**config.mk**
```make
export PLATFORM = sky130hd
export DESIGN_NAME = pip_front
export DESIGN_NICKNAME = d
export VERILOG_FILES = /design/src/rtl/pip_pkg.sv /design/src/rtl/pip_front.sv
export SDC_FILE = /design/constraint.sdc
export NUM_CORES = 1
export LEC_CHECK = 0
export BUFFER_PORTS_ARGS = -buffer_cell sky130_fd_sc_hd__buf_4
export CORE_AREA = 2 2 140 245
export CTS_BUF_LIST = sky130_fd_sc_hd__clkbuf_4 sky130_fd_sc_hd__clkbuf_8
export CTS_CLUSTER_SIZE = 24
export DETAILED_ROUTE_END_ITERATION = 10
export DIE_AREA = 0 0 142 247
export HOLD_SLACK_MARGIN = 0.15
export PLACE_DENSITY = 0.85
export SYNTH_ARGS = -nofsm -noshare
export SYNTH_HDL_FRONTEND = slang
export SYNTH_SLANG_ARGS = --single-unit
```
**constraint.sdc**
```tcl
create_clock -name aclk -period 5.05 [get_ports aclk]
set_clock_uncertainty 0.1 [all_clocks]
set_input_delay 0.2525 -clock aclk [delete_from_list [all_inputs] [get_ports aclk]]
set_output_delay 0.2525 -clock aclk [all_outputs]
set_load 0.01 [all_outputs]
```
**src/rtl/pip_pkg.sv**
```systemverilog
package pip_pkg;

    localparam int COORD_WIDTH = 32;
    localparam int DIFF_WIDTH  = COORD_WIDTH + 1;
    localparam int PROD_WIDTH  = 2 * DIFF_WIDTH;
    localparam int EDGE_LANES  = 2;
    localparam int QUEUE_DEPTH = 4;
    localparam int QPTR_WIDTH  = $clog2(QUEUE_DEPTH);
    localparam int QCNT_WIDTH  = $clog2(QUEUE_DEPTH + 1);

    typedef logic signed [COORD_WIDTH-1:0] coord_t;
    typedef logic signed [DIFF_WIDTH-1:0]  diff_t;
    typedef logic signed [PROD_WIDTH-1:0]  prod_t;
    typedef logic        [1:0]             count_t;
    typedef logic        [1:0]             loc_t;

    localparam loc_t LOC_OUTSIDE  = 2'd0;
    localparam loc_t LOC_INSIDE   = 2'd1;
    localparam loc_t LOC_BOUNDARY = 2'd2;

    localparam count_t COUNT_MAX = 2'd3;

    // One edge, classified against the point: direct boundary hit, direct ray
    // crossing, or crossing decided by the sign of the cross product.
    typedef struct packed {
        logic  bnd;
        logic  tog;
        logic  need_sign;
        logic  up;
        diff_t dax;
        diff_t dby;
        diff_t dbx;
        diff_t day;
    } edge_t;

    typedef struct packed {
        logic                       last;
        logic                       too_few;
        edge_t [EDGE_LANES-1:0]     edges;
    } item_t;

endpackage

```
**src/rtl/pip_front.sv**
```systemverilog
module pip_front
    import pip_pkg::*;
(
    input  logic   aclk,
    input  logic   aresetn,
    input  logic   s_valid,
    output logic   s_ready,
    input  coord_t s_point_x,
    input  coord_t s_point_y,
    input  coord_t s_vertex_x,
    input  coord_t s_vertex_y,
    input  logic   s_last_vertex,
    input  logic   q_full,
    output logic   q_push,
    output item_t  q_item
);

    coord_t first_x_reg, first_x_next;
    coord_t first_y_reg, first_y_next;
    coord_t prev_x_reg,  prev_x_next;
    coord_t prev_y_reg,  prev_y_next;
    count_t count_reg,   count_next;
    logic   count_sat;

    function automatic edge_t classify(coord_t ax, coord_t ay, coord_t bx, coord_t by,
                                       coord_t px, coord_t py);
        edge_t e;
        logic  straddle;
        logic  a_right;
        logic  b_right;
        e.dax      = diff_t'(ax) - diff_t'(px);
        e.dby      = diff_t'(by) - diff_t'(py);
        e.dbx      = diff_t'(bx) - diff_t'(px);
        e.day      = diff_t'(ay) - diff_t'(py);
        a_right    = (ax >= px);
        b_right    = (bx > px);
        straddle   = (ay < py) != (by < py);
        e.bnd      = (by == py) && ((bx == px) || ((ay == py) && (b_right == (ax < px))));
        e.tog      = straddle && a_right && b_right;
        e.need_sign = straddle && ((a_right && !b_right) || (!a_right && b_right));
        e.up       = (by > ay);
        return e;
    endfunction

    assign s_ready   = !q_full;
    assign q_push    = s_valid && !q_full;
    assign count_sat = (count_reg == COUNT_MAX);

    always_comb begin
        q_item          = '0;
        q_item.last     = s_last_vertex;
        // fewer than three vertices once this one is counted
        q_item.too_few  = !count_reg[1];
        if (count_reg != 2'd0) begin
            q_item.edges[0] = classify(prev_x_reg, prev_y_reg, s_vertex_x, s_vertex_y,
                                       s_point_x, s_point_y);
        end
        if (s_last_vertex && count_reg[1]) begin
            q_item.edges[1] = classify(s_vertex_x, s_vertex_y, first_x_reg, first_y_reg,
                                       s_point_x, s_point_y);
        end
    end

    always_comb begin
        first_x_next = first_x_reg;
        first_y_next = first_y_reg;
        prev_x_next  = prev_x_reg;
        prev_y_next  = prev_y_reg;
        count_next   = count_reg;
        if (q_push) begin
            if (count_reg == 2'd0) begin
                first_x_next = s_vertex_x;
                first_y_next = s_vertex_y;
            end
            prev_x_next = s_vertex_x;
            prev_y_next = s_vertex_y;
            if (s_last_vertex) begin
                count_next = 2'd0;
            end else if (!count_sat) begin
                count_next = count_reg + 2'd1;
            end
        end
    end

    always_ff @(posedge aclk) begin
        first_x_reg <= first_x_next;
        first_y_reg <= first_y_next;
        prev_x_reg  <= prev_x_next;
        prev_y_reg  <= prev_y_next;
        if (!aresetn) begin
            count_reg <= 2'd0;
        end else begin
            count_reg <= count_next;
        end
    end

endmodule

```
==> results.md <==
* Status: finished clean
* Design Power at 4.46 mW
* Area Overhead vs Synth at 27.6%
* EDFF count, synth at 128
* CTS sink count at 130
* Fin nets at 2932
* Vias at 18100
* Synth Register Bits at 130
* Period utilisation layout at 0.951
* Vias in the first global route at 18300
* Worst skew pair latency at 510 ps
* Row count at 89
* Fill cell count at 2887
* Cts hold-fix bufs at 67
* Unrepaired setup endpoints after global routing: no
* Syn Std Cell Area at 16700 µm²
* Resized cells post-CTS at 0
* Metal3 WL at 3900 µm
* Non-Filler Instances at 2957
* FF-to-FF End: first_y_reg[9]
* Max Root-Sink Buffers at 2
* Detailed-route DRC error count at 0
* Setup_tns at 0 ps
* # IOs at 409
* Post-DP HPWL at 57800 µm
* Die footprint at 35100 µm²
* Final period demand of the worst path at 4800 ps
* Max IR drop VDD at 0.000179 V
* Total congestion overflow at 0
* First-pass GRT wire length at 104000 µm
* Ratio of cells with drive above 1 in the final layout at 0.187
* Crit path launch: s_vertex_y[0]
* Crit Path Class: in -> out
* Routed Antenna Nets at 0
* CP Launch Type: input port
* Post-CTS Setup Bufs at 0
* Final setup fails at 0
* GP Congestion at 1.05
* End point of the critical path: q_item[96]
* Initial core utilization at 0.502
* Wire length on met2 at 36500 µm
* DRC violation total after the first TritonRoute iteration at 1045
* Storage element area at 3880 µm²
* Worst-Margin Slew at 1050 ps
* Core footprint at 33300 µm²
* Syn nets at 2475
* Syn. warnings at 0
* Leak at 10.3 nW
* DR WL/cell at 24.2 µm
* Crit Path Max Fanout at 4
* Sequential area share after synthesis at 0.232
* First drt pass iteration count at 7
* Wl on met1 at 22800 µm
* Antenna diode count at 0
* R2R setup slack at 2430 ps
* Root Driver: clkbuf_8
* CP endpoint kind: output pin
* Final worst slack at 249 ps
* Gate count after technology mapping at 2078
* Initial antenna violation count at 1
* Die X at 142 µm
* Place WS at 809 ps
* Max Transition Viols Final at 0
* F_max at 0.208 GHz
* R2R depth at 4
* Wirelength, routed at 71600 µm
* Syn Area/Cell at 8.04 µm²
* Maxcap violations at 0
* WP data required at 4700 ps
* Reg2reg start: count_reg[1]
* Largest net degree at the start of global routing at 78
* GRT Util Overall at 0.397
* CTS tree: built
* Commonest register cell after synthesis: edfxtp_1
* Dpl cell area at 20200 µm²
* Critical Path AT at 4450 ps
* Top Metal Used: met5
* Finished Cell Area at 21300 µm²
* Final Hold Viols at 0
* I/O Buffers at 408
* Area of the multi-input gates at 12000 µm²
* Asr flop ratio synth at 0
* Num CTS Buffers at 17
* Cells after DPL at 2858
* Min-Delay Path Class: in -> reg
* Worst-path clk slew at 90 ps
* Yosys cell types at 73
* Hold Crit Start: s_last_vertex
* Routed vias/inst at 6.11
* Max_slew headroom at 0.298
* Die height at 247 µm
* PD cells at 209 nW/µm²
* CTS HTree Levels at 4
==> cell usage after synthesis (8+ instances only) <==
library cell | count | area share
o21ai_1 | 13 | 0.0039
nor2b_1 | 38 | 0.014
and2_1 | 13 | 0.0049
edfxtp_1 | 128 | 0.23
ha_1 | 258 | 0.19
o21ai_0 | 106 | 0.032
a211oi_1 | 31 | 0.014
nor2_1 | 321 | 0.072
nor4_1 | 10 | 0.0037
nor3_1 | 38 | 0.011
inv_1 | 182 | 0.041
nand3_1 | 40 | 0.012
nand2b_1 | 29 | 0.011
xor2_1 | 77 | 0.040
o21bai_1 | 31 | 0.014
nand2_1 | 104 | 0.023
or3_1 | 8 | 0.0030
o211ai_1 | 12 | 0.0054
a21o_1 | 104 | 0.047
nand4_1 | 45 | 0.017
clkbuf_1 | 45 | 0.010
a21oi_1 | 162 | 0.049
o21a_1 | 30 | 0.013
xnor2_1 | 89 | 0.047
a31oi_1 | 21 | 0.0079
and3_1 | 23 | 0.0086
==> cell type report <==
cell class | instances | share of cell area
clock buffers | 20 | 0.0123
multi-input cells | 1718 | 0.562
flip-flops and latches | 130 | 0.182
inverters | 182 | 0.0320
clock inverters | 12 | 0.00745
repair buffers | 486 | 0.180
well taps | 409 | 0.0240
==> layout by cell type (no fill, tap or decap), types with 5 or more instances in the layout <==
cell	instances
a211o_1	6
a211oi_1	31
a21o_1	104
a21oi_1	162
a221oi_1	5
a31oi_1	21
and2_1	12
and3_1	23
and4_1	6
buf_4	418
clkbuf_8	18
dlygate4sd3_1	67
edfxtp_1	128
fa_1	6
ha_1	257
inv_1	182
nand2_1	103
nand2b_1	29
nand3_1	40
nand4_1	45
nor2_1	321
nor2b_1	37
nor3_1	38
nor4_1	10
o211ai_1	12
o21a_1	30
o21ai_0	106
o21ai_1	13
o21bai_1	31
o221ai_1	6
o22ai_1	6
o31ai_1	5
or3_1	8
xnor2_1	89
xor2_1	77
==> worst min-delay path by stage <==
stage | end | cells after the start
after floorplan | first_x_reg[0] | 0
after detailed placement | prev_x_reg[17] | 1
final | count_reg[0] | 4
after global routing | prev_y_reg[25] | 2
after global placement | prev_x_reg[0] | 1
after CTS | prev_x_reg[11] | 2
==> metal layers <==
layer  vias to the layer above  GRT usage
met1                      8394      0.354
met4                         2      0.399
met5                         -          0
met2                       914      0.727
li1                       8415          -
met3                       343     0.0672
==> kinds of logic after synthesis <==
group | Yosys count | share of synthesized area
AND/OR/NAND/NOR | 691 | 0.191
AO/OA/AOI/OAI | 597 | 0.238
adder cells (fa/ha/maj) | 264 | 0.200
buffers and inverters | 230 | 0.0519
XOR/XNOR | 166 | 0.0870
flip-flops | 130 | 0.232
==> report_power, final <==
group	switching [mW]	internal, mW	leakage [nW]
Sequential	0.0312	1.25	1.22
Combinational	1.30	0.841	8.91
Clock	0.520	0.514	0.210
Total	1.85	2.61	10.3
==> per-stage QoR <==
| step | hold slack [ps] | util |
|---|---|---|
| floorplan | 251 | - |
| global placement | 352 | 0.608 |
| detailed placement | 355 | 0.608 |
| CTS | 185 | 0.640 |
| global route | 208 | 0.640 |
| finish | 207 | 0.640 |
==> worst max-delay path, stage by stage <==
cell and delay, ps:
dlygate4sd3_1 560, buf_4 160, inv_1 80, ha_1 180
inv_1 60, fa_1 410, a211oi_1 350, o2111ai_1 250
a221oi_2 460, o221ai_1 280, a221o_1 460, a21boi_2 230
a21oi_1 90, nor2_1 120, xor2_1 240, nor2_1 90
buf_4 180
(Power assumes the default switching activity.)
