===== src/rtl/pip_pkg.sv =====
package pip_pkg;

    localparam int COORD_WIDTH = 32;
    localparam int DIFF_WIDTH  = COORD_WIDTH + 1;
    localparam int PROD_WIDTH  = 2 * DIFF_WIDTH;
    localparam int EDGE_LANES  = 2;
    localparam int QUEUE_DEPTH = 4;
    localparam int QPTR_WIDTH  = $clog2(QUEUE_DEPTH);
    localparam int QCNT_WIDTH  = $clog2(QUEUE_DEPTH + 1);

    typedef logic signed [COORD_WIDTH-1:0] coord_t;
    typedef logic signed [DIFF_WIDTH-1:0]  diff_t;
    typedef logic signed [PROD_WIDTH-1:0]  prod_t;
    typedef logic        [1:0]             count_t;
    typedef logic        [1:0]             loc_t;

    localparam loc_t LOC_OUTSIDE  = 2'd0;
    localparam loc_t LOC_INSIDE   = 2'd1;
    localparam loc_t LOC_BOUNDARY = 2'd2;

    localparam count_t COUNT_MAX = 2'd3;

    // One edge, classified against the point: direct boundary hit, direct ray
    // crossing, or crossing decided by the sign of the cross product.
    typedef struct packed {
        logic  bnd;
        logic  tog;
        logic  need_sign;
        logic  up;
        diff_t dax;
        diff_t dby;
        diff_t dbx;
        diff_t day;
    } edge_t;

    typedef struct packed {
        logic                       last;
        logic                       too_few;
        edge_t [EDGE_LANES-1:0]     edges;
    } item_t;

endpackage


===== src/rtl/pip_queue.sv =====
module pip_queue
    import pip_pkg::*;
(
    input  logic  aclk,
    input  logic  aresetn,
    input  logic  push,
    input  item_t push_item,
    output logic  full,
    output logic  head_valid,
    input  logic  pop,
    output item_t head_item
);

    item_t                 slot_reg [QUEUE_DEPTH];
    logic [QPTR_WIDTH-1:0] wr_ptr_reg, wr_ptr_next;
    logic [QPTR_WIDTH-1:0] rd_ptr_reg, rd_ptr_next;
    logic [QCNT_WIDTH-1:0] cnt_reg,    cnt_next;
    logic                  do_pop;

    assign full       = (cnt_reg == QCNT_WIDTH'(QUEUE_DEPTH));
    assign head_valid = (cnt_reg != '0);
    assign head_item  = slot_reg[rd_ptr_reg];
    assign do_pop     = pop && head_valid;

    always_comb begin
        wr_ptr_next = push   ? wr_ptr_reg + 1'b1 : wr_ptr_reg;
        rd_ptr_next = do_pop ? rd_ptr_reg + 1'b1 : rd_ptr_reg;
        cnt_next    = cnt_reg;
        if (push && !do_pop) begin
            cnt_next = cnt_reg + 1'b1;
        end else if (!push && do_pop) begin
            cnt_next = cnt_reg - 1'b1;
        end
    end

    always_ff @(posedge aclk) begin
        if (push) begin
            slot_reg[wr_ptr_reg] <= push_item;
        end
        if (!aresetn) begin
            wr_ptr_reg <= '0;
            rd_ptr_reg <= '0;
            cnt_reg    <= '0;
        end else begin
            wr_ptr_reg <= wr_ptr_next;
            rd_ptr_reg <= rd_ptr_next;
            cnt_reg    <= cnt_next;
        end
    end

endmodule


===== config.mk =====
export PLATFORM = sky130hd
export DESIGN_NAME = pip_queue
export DESIGN_NICKNAME = d
export VERILOG_FILES = /design/src/rtl/pip_pkg.sv /design/src/rtl/pip_queue.sv
export SDC_FILE = /design/constraint.sdc
export NUM_CORES = 1
export LEC_CHECK = 0
export ABC_CLOCK_PERIOD_IN_PS = 18400
export BUFFER_PORTS_ARGS = -buffer_cell sky130_fd_sc_hd__buf_2
export CAP_MARGIN = 5
export CORE_UTILIZATION = 40
export CTS_BUF_LIST = sky130_fd_sc_hd__clkbuf_2 sky130_fd_sc_hd__clkbuf_4 sky130_fd_sc_hd__clkbuf_8
export DETAILED_ROUTE_END_ITERATION = 10
export GPL_TIMING_DRIVEN = 0
export SKIP_CTS_REPAIR_TIMING = 1
export SLEW_MARGIN = 20
export SYNTH_ARGS = -nofsm -noshare
export SYNTH_HDL_FRONTEND = slang
export SYNTH_SLANG_ARGS = --single-unit

===== constraint.sdc =====
create_clock -name aclk -period 18.4 [get_ports aclk]
set_input_delay 4.6 -clock aclk [delete_from_list [all_inputs] [get_ports aclk]]
set_output_delay 4.6 -clock aclk [all_outputs]
set_load 0.01 [all_outputs]

==> results of run 1 <==
-- per-layer routing --
metal	vias up	routed length [µm]
li1	8033	-
met1	9650	32800
met2	586	42300
met3	174	8030
met4	40	1530
met5	-	245
-- critical path: stages, from the launching register on --
cell,delay (ns)
dfxtp_1,0.51
clkbuf_1,0.72
buf_2,0.52
mux4_2,0.39
buf_2,0.19
-- area by class of cell --
class / instances / area (µm²)
diodes: 11 / 27.5
plain buffers: 61 / 683
clock buffers: 245 / 2970
clock inverters: 74 / 596
fillers: 8033 / 50100
inverters: 3 / 11.3
multi-input cells: 305 / 6440
flip-flops and latches: 1105 / 33100
well taps: 1287 / 1610
repair buffers: 581 / 3440
-- Yosys cell counts (all sizes together) --
cell,instances
clkbuf,3
ha,5
buf,58
or3,2
o31ai,1
nor2b,2
xnor2,3
mux2i,2
xor2,2
edfxtp,1096
inv,3
dfxtp,9
mux4,274
a21boi,1
nor3b,1
o311ai,1
and2,9
o21ai,1
fa,1
-- cells by family after synthesis --
| family | after synthesis | synth area share, % |
|---|---|---|
| buffers and inverters | 64 | 1.73 |
| XOR/XNOR | 5 | 0.109 |
| AND/OR/NAND/NOR | 14 | 0.221 |
| multiplexers | 276 | 15.4 |
| AO/OA/AOI/OAI | 4 | 0.0716 |
| adder cells (fa/ha/maj) | 6 | 0.205 |
| flip-flops | 1105 | 82.3 |
-- per-stage QoR --
| stage | hold slack, ns | area, µm² | worst slack [ns] |
|---|---|---|---|
| floorplan | 0.490 | 40200 | 6.94 |
| global placement | 0.508 | 44600 | 1.41 |
| detailed placement | 0.570 | 45300 | 11.26 |
| CTS | 0.582 | 48800 | 10.28 |
| global route | 0.598 | 48900 | 10.31 |
| finish | 0.577 | 48900 | 10.62 |
-- report_power, final --
group	switching, mW	internal, mW
clock	0.941	1.16
combinational	0.742	0.739
sequential	0.0270	2.90
-- worst paths after layout --
| kind | depth (start not counted) | to | startpoint | slack (ns) |
|---|---|---|---|---|
| worst max-delay path | 4 | head_item[112] | register | 10.62 |
| worst min register to register | 2 | cnt_reg[2] | cnt_reg[2] | 0.58 |
| worst min-delay path | 2 | cnt_reg[2] | cnt_reg[2] | 0.58 |
| worst max register to register | 7 | slot_reg[2][36] | wr_ptr_reg[0] | 15.74 |
==> flow_summary.yaml, run 1 <==
finish:
  final_common_cell: "edfxtp_1"
  nets: 2518
  final_cell_mix: "edfxtp_1, buf_2, mux4_2, clkbuf_8, clkbuf_4"
  final_layout_size_suffix_gt1_share_pct: 50.3
  largest_register_ffs: 1096
  areaGrowthSynthToFinish_pct: 21.5
  final_core_util_pct: 49.4
  stdcell_count: 3672
clock_tree:
  cts_tree: "done"
  cts-root-buf: "clkbuf_8"
  clk_pin_slew_ns: 0.06
  cts_sinks: 1105
  cts_max_level: 4
  clk_latency_ns: 0.86
  cts_buffers: 177
  clockBufferDepth: 3
critical_path:
  cp.arrival_ns: 3.18
  worstPathRequired_ns: 13.80
  endpoint_kind: "primary output"
  cp-start-kind: "register"
  path_class: "reg2out"
  worst-path-max-fanout: 10
floorplanning:
  die_w_um: 319
  chipHeight_um: 319
  dieArea_um2: 102000
  start_util_pct: 40.6
  coreArea_um2: 99000
  ios: 554
  rows: 115
logic_synthesis:
  synth_warnings: 0
  synth-seq-cells: 1105
  seq_area_frac_synth_pct: 82.3
  yosys.area.top_type: "edfxtp_1"
  synth_cells: 1474
  synth_area_leaders: "edfxtp_1, mux4_2, buf_12"
  synth_area_um2: 40200
  syn-num-nets: 1758
  synth_cell_types: 23
  syn_area_per_cell_um2: 27.3
  synth_top_area_share_pct: 81.8
detailed_routing:
  wl_per_cell_um: 23.1
  drtIter0Drc: 1194
  num_vias: 18483
  drt-pass1-iter-count: 5
  vias_per_cell: 5.03
  wirelength_mm: 84.8
  antenna_left: 0
  drc: 0
pwr:
  leakage_nw: 16.4
  peakVddDrop_mv: 0.0879
  power_mw: 6.51
  power_density_nw_per_um2: 133
global_routing:
  antenna_found_initial: 28
  grtUsageMet1_pct: 20.0
  top_usage_layer: "met2"
  grt_usage_pct: 16.8
  grt_max_degree: 45
  grt_overflow: 0
  grt.met2_usage_pct: 27.4
  first_global_vias: 20090
  use_met3_pct: 7.37
  grt_first_pass_wirelength_mm: 127
sta:
  maxSlewViolCount: 0
  rsz0062_at_grt: "false"
  clock.fmax_ghz: 0.128
  finalCritPeriodShare_pct: 42.3
  fin_skew_ns: 0.0324
  worst_pin_slew_ns: 0.920
  max_slew_margin_pct: 38.7
  fin_crit_ns: 7.78
  hold_viol: 0
  setup-tns-final_ns: 0
  setup_violations: 0
hold_path:
  hold_path_class: "reg2reg"
placed_design:
  placedCellCount: 3342
  io_buffers: 553
  dp.final_hpwl_mm: 55.3
  gp_congestion: 0.733
outcome:
  status: "completed"
job:
  maxCapViolations: 0
(Power assumes the default switching activity.)
==> inputs of run 2 (changes only) <==
ABC_CLOCK_PERIOD_IN_PS = 6450   (was 18400)
clock period = 6.45 ns   (was 18.4 ns; I/O delays follow)
==> run 2 against run 1 <==
  * Non-clock buffer count up 1
  * Critical path depth unchanged
  * First-iteration DRC count shrank 11%
  * Register-to-register slack worse by 12 ns
  * Critical path type unchanged
  * Clock skew decreased by 0.016 ns
  * Sequential share of layout area increased by 0.23 points
  * Via count fell by 0.68%
  * Die area stayed put
  * Utilization is 0.16 points lower
==> flow_summary.yaml, run 2 (synthesis results as in run 1) <==
sta:
  hold_ws_ns: 0.564
  fin_skew_ns: 0.0164
  finalCritPeriodShare_pct: 69.9
  hold_viol: 0
  setup-tns-final_ns: 0
  setup_violations: 0
  fin_crit_ns: 4.51
  clock.fmax_ghz: 0.222
  rsz0062_at_grt: "false"
  maxSlewViolCount: 0
  worst_pin_slew_ns: 0.726
  max_slew_margin_pct: 51.6
global_routing:
  grt_max_degree: 45
  grt_usage_pct: 16.8
  antenna_found_initial: 33
  grt_first_pass_wirelength_mm: 126
  grt_overflow: 0
  first_global_vias: 19767
critical_path:
  cp.arrival_ns: 2.89
  cp-start-kind: "register"
  path_class: "reg2out"
  worst-path-max-fanout: 11
  endpoint_kind: "primary output"
  worstPathRequired_ns: 4.84
job:
  maxCapViolations: 0
placed_design:
  dp.final_hpwl_mm: 55.8
  placedCellCount: 3343
  gp_congestion: 0.737
  io_buffers: 553
hold_path:
  hold_path_class: "reg2reg"
detailed_routing:
  drc: 0
  vias_per_cell: 5.00
  drtIter0Drc: 1061
  drt-pass1-iter-count: 5
  wirelength_mm: 85.4
  num_vias: 18358
  wl_per_cell_um: 23.3
  antenna_left: 0
pwr:
  leakage_nw: 16.3
  power_mw: 18.2
  power_density_nw_per_um2: 374
  peakVddDrop_mv: 0.234
floorplanning:
  rows: 115
  dieArea_um2: 102000
  die_w_um: 319
  start_util_pct: 40.6
  ios: 554
  coreArea_um2: 99000
  chipHeight_um: 319
clock_tree:
  cts_max_level: 4
  cts_tree: "done"
  cts_sinks: 1105
  clockBufferDepth: 3
  clk_latency_ns: 0.82
  clk_pin_slew_ns: 0.06
  cts-root-buf: "clkbuf_8"
  cts_buffers: 177
finish:
  final_cell_mix: "edfxtp_1, buf_2, mux4_2, clkbuf_8, clkbuf_4"
  final_layout_size_suffix_gt1_share_pct: 49.9
  final_common_cell: "edfxtp_1"
  largest_register_ffs: 1096
  final_core_util_pct: 49.2
  stdcell_count: 3670
  areaGrowthSynthToFinish_pct: 21.1
  fill_cells: 8044
  nets: 2519
outcome:
  status: "completed"
## run 2: changes by cell type in the layout (fill, tap and decap cells not counted), moves of 3 or more
| cell | before | now |
|---|---|---|
| buf_12 | 35 | 29 |
| buf_16 | 15 | 22 |
| bufinv_16 | 8 | 3 |
| clkbuf_4 | 64 | 50 |
| clkinv_1 | 40 | 48 |
| clkinv_2 | 13 | 16 |
| clkinvlp_4 | 3 | 8 |
| diode_2 | 11 | 17 |
| inv_6 | 4 | 1 |
## run 2: worst max-delay path, cell delays in order (launching register included)
cell	delay [ns]
dfxtp_1	0.52
clkbuf_2	0.50
buf_2	0.46
mux4_2	0.41
buf_2	0.18
## run 2: metrics by stage
step	area [µm²]	setup WS [ns]
after floorplan	40200	1.05
final	48700	1.94
after global placement	44600	-1.98
after CTS	48700	1.64
after detailed placement	45400	2.60
after global routing	48700	1.66
## run 2: report_power, final
part / switching, mW / internal (mW)
logic: 2.13 / 2.11
clock network: 2.63 / 3.00
registers: 0.0789 / 8.27
## run 2: path summary, 6_finish.rpt
path / cells after the start / start / slack [ns] / endpoint
worst max-delay path: 4 / register / 1.94 / head_item[124]
worst min-delay path: 2 / wr_ptr_reg[1] / 0.56 / wr_ptr_reg[1]
worst max register to register: 6 / wr_ptr_reg[0] / 4.20 / slot_reg[2][188]
worst min register to register: 2 / wr_ptr_reg[1] / 0.56 / wr_ptr_reg[1]
## run 2: routing by layer
layer	part of all wire [%]	vias to the layer above	wire length, µm	GRT usage [%]
li1	-	8020	-	-
met1	38	9501	32000	19.3
met2	50	596	42900	27.6
met3	9.7	195	8260	7.89
met4	2.3	46	1950	5.71
met5	0.34	-	291	0
## run 2: cell type report
type | instances | area [µm²] | share of cell area (%)
inverter | 3 | 11.3 | 0.0231
antenna | 17 | 42.5 | 0.0873
multi-input combinational | 305 | 6440 | 13.2
tap | 1287 | 1610 | 3.31
timing repair buffer | 582 | 3510 | 7.21
sequential | 1105 | 33100 | 67.9
clock inverter | 80 | 462 | 0.948
buffer | 61 | 686 | 1.41
clock buffer | 230 | 2850 | 5.86
==> inputs of run 3 (changes only) <==
ABC_CLOCK_PERIOD_IN_PS = 4300   (was 6450)
clock period = 4.3 ns   (was 6.45 ns; I/O delays follow)
==> run 3 against run 2 <==
  * Clock-buffer cell count rose by 7
  * Clock skew grew 0.020 ns
  * Critical endpoint is now head_item[138]
  * First-iteration DRC count decreased by 7.6%
  * Combinational power up 50%
  * Wire length shrank 0.98%
  * Via count rose by 0.13%
  * Total power is 50% higher
  * Sequential cell count unchanged
==> flow_summary.yaml, run 3 (synthesis results as in run 1) <==
floorplanning:
  dieArea_um2: 102000
  rows: 115
  coreArea_um2: 99000
  chipHeight_um: 319
  start_util_pct: 40.6
  ios: 554
  die_w_um: 319
finish:
  final_core_util_pct: 49.1
  layout.area.seq_um2: 33100
  largest_register_ffs: 1096
  final_cell_mix: "edfxtp_1, buf_2, mux4_2, clkbuf_8, clkbuf_4"
  final_layout_size_suffix_gt1_share_pct: 50.0
  design_area_um2: 48600
  fill_cells: 8055
  multi_input_area_um2: 6440
  stdcell_count: 3660
  nets: 2513
  final_common_cell: "edfxtp_1"
  areaGrowthSynthToFinish_pct: 20.9
placed_design:
  gp_congestion: 0.738
  place_area_um2: 45300
  dp.final_hpwl_mm: 55.8
  io_buffers: 553
  placedCellCount: 3340
pwr:
  p_seq_share_pct: 45.8
  peakVddDrop_mv: 0.363
  power.share.clock_pct: 31.0
  p_comb_share_pct: 23.2
  power_mw: 27.3
  power.switching_mw: 7.26
  swShare_pct: 26.6
  leakage_nw: 16.3
  power_density_nw_per_um2: 562
  p_int_mw: 20.1
clock_tree:
  cts-root-buf: "clkbuf_8"
  cts_buffers: 174
  cts_tree: "done"
  clockBufferDepth: 3
  cts_sinks: 1105
  clk_pin_slew_ns: 0.06
  clk_latency_ns: 0.86
  cts_max_level: 4
hold_path:
  hold_path_class: "in2reg"
critical_path:
  endpoint_kind: "primary output"
  worst-path-max-fanout: 10
  cp-start-kind: "register"
  worstPathRequired_ns: 3.22
  path_class: "reg2out"
  cp.arrival_ns: 2.83
sta:
  max_slew_margin_pct: 50.9
  maxSlewViolCount: 0
  fin_crit_ns: 3.91
  hold_viol: 0
  worst_pin_slew_ns: 0.736
  setup_violations: 0
  clock.fmax_ghz: 0.256
  fin_skew_ns: 0.0360
  finalCritPeriodShare_pct: 90.9
  rsz0062_at_grt: "false"
detailed_routing:
  antenna_left: 0
  wl_per_cell_um: 23.1
  drc: 0
  drtIter0Drc: 980
  wirelength_mm: 84.6
  num_vias: 18381
  vias_per_cell: 5.02
  drt-pass1-iter-count: 5
global_routing:
  grt_first_pass_wirelength_mm: 125
  first_global_vias: 20019
  grt_overflow: 0
  grt_usage_pct: 16.7
  grt_max_degree: 45
  antenna_found_initial: 31
outcome:
  status: "completed"
job:
  maxCapViolations: 0
run 3: power by group through the flow:
stage               sequential (mW)  combinational (mW)  clock [mW]
global route                   12.6                6.82        9.17
global placement               12.8                6.40           0
floorplan                      12.7                4.12           0
finish                         12.5                6.34        8.46
detailed placement             12.7                6.52           0
CTS                            12.5                6.54        8.72
run 3: final timing paths:
check / slack, ns / depth (start not counted) / to / from
worst max-delay path: 0.39 / 4 / head_item[138] / register
worst min-delay path: 0.43 / 1 / slot_reg[0][230] / push_item[230]
worst max register to register: 1.76 / 6 / slot_reg[2][90] / wr_ptr_reg[0]
worst min register to register: 0.57 / 2 / cnt_reg[2] / cnt_reg[2]
run 3: area by class of cell:
type | count | area share, %
sequential | 1105 | 68.0
multi-input combinational | 305 | 13.3
timing repair buffer | 579 | 7.04
clock buffer | 237 | 5.95
tap | 1287 | 3.31
buffer | 61 | 1.41
clock inverter | 73 | 0.921
antenna | 10 | 0.0515
inverter | 3 | 0.0232
run 3: critical path, cell delays in order (launching register included):
cell and delay [ns]:
dfxtp_1 0.48, clkbuf_2 0.47, buf_2 0.45, mux4_2 0.39, buf_2 0.19
run 3: metrics by stage:
| stage | worst slack (ns) | hold slack [ns] | setup TNS, ns |
|---|---|---|---|
| after detailed placement | 0.869 | 0.554 | 0 |
| after CTS | -0.0946 | 0.324 | -1.05 |
| after global routing | 0.0902 | 0.358 | 0 |
| after floorplan | 0.878 | 0.490 | 0 |
| final | 0.391 | 0.432 | 0 |
| after global placement | -0.954 | 0.516 | -979.73 |
run 3: per-layer routing:
metal,global-route usage [%],vias to the layer above,wire length (µm)
met2,27.4,662,42200
met3,7.33,170,8280
met1,19.7,9496,32200
met4,5.50,46,1650
li1,-,8007,-
met5,0,-,275
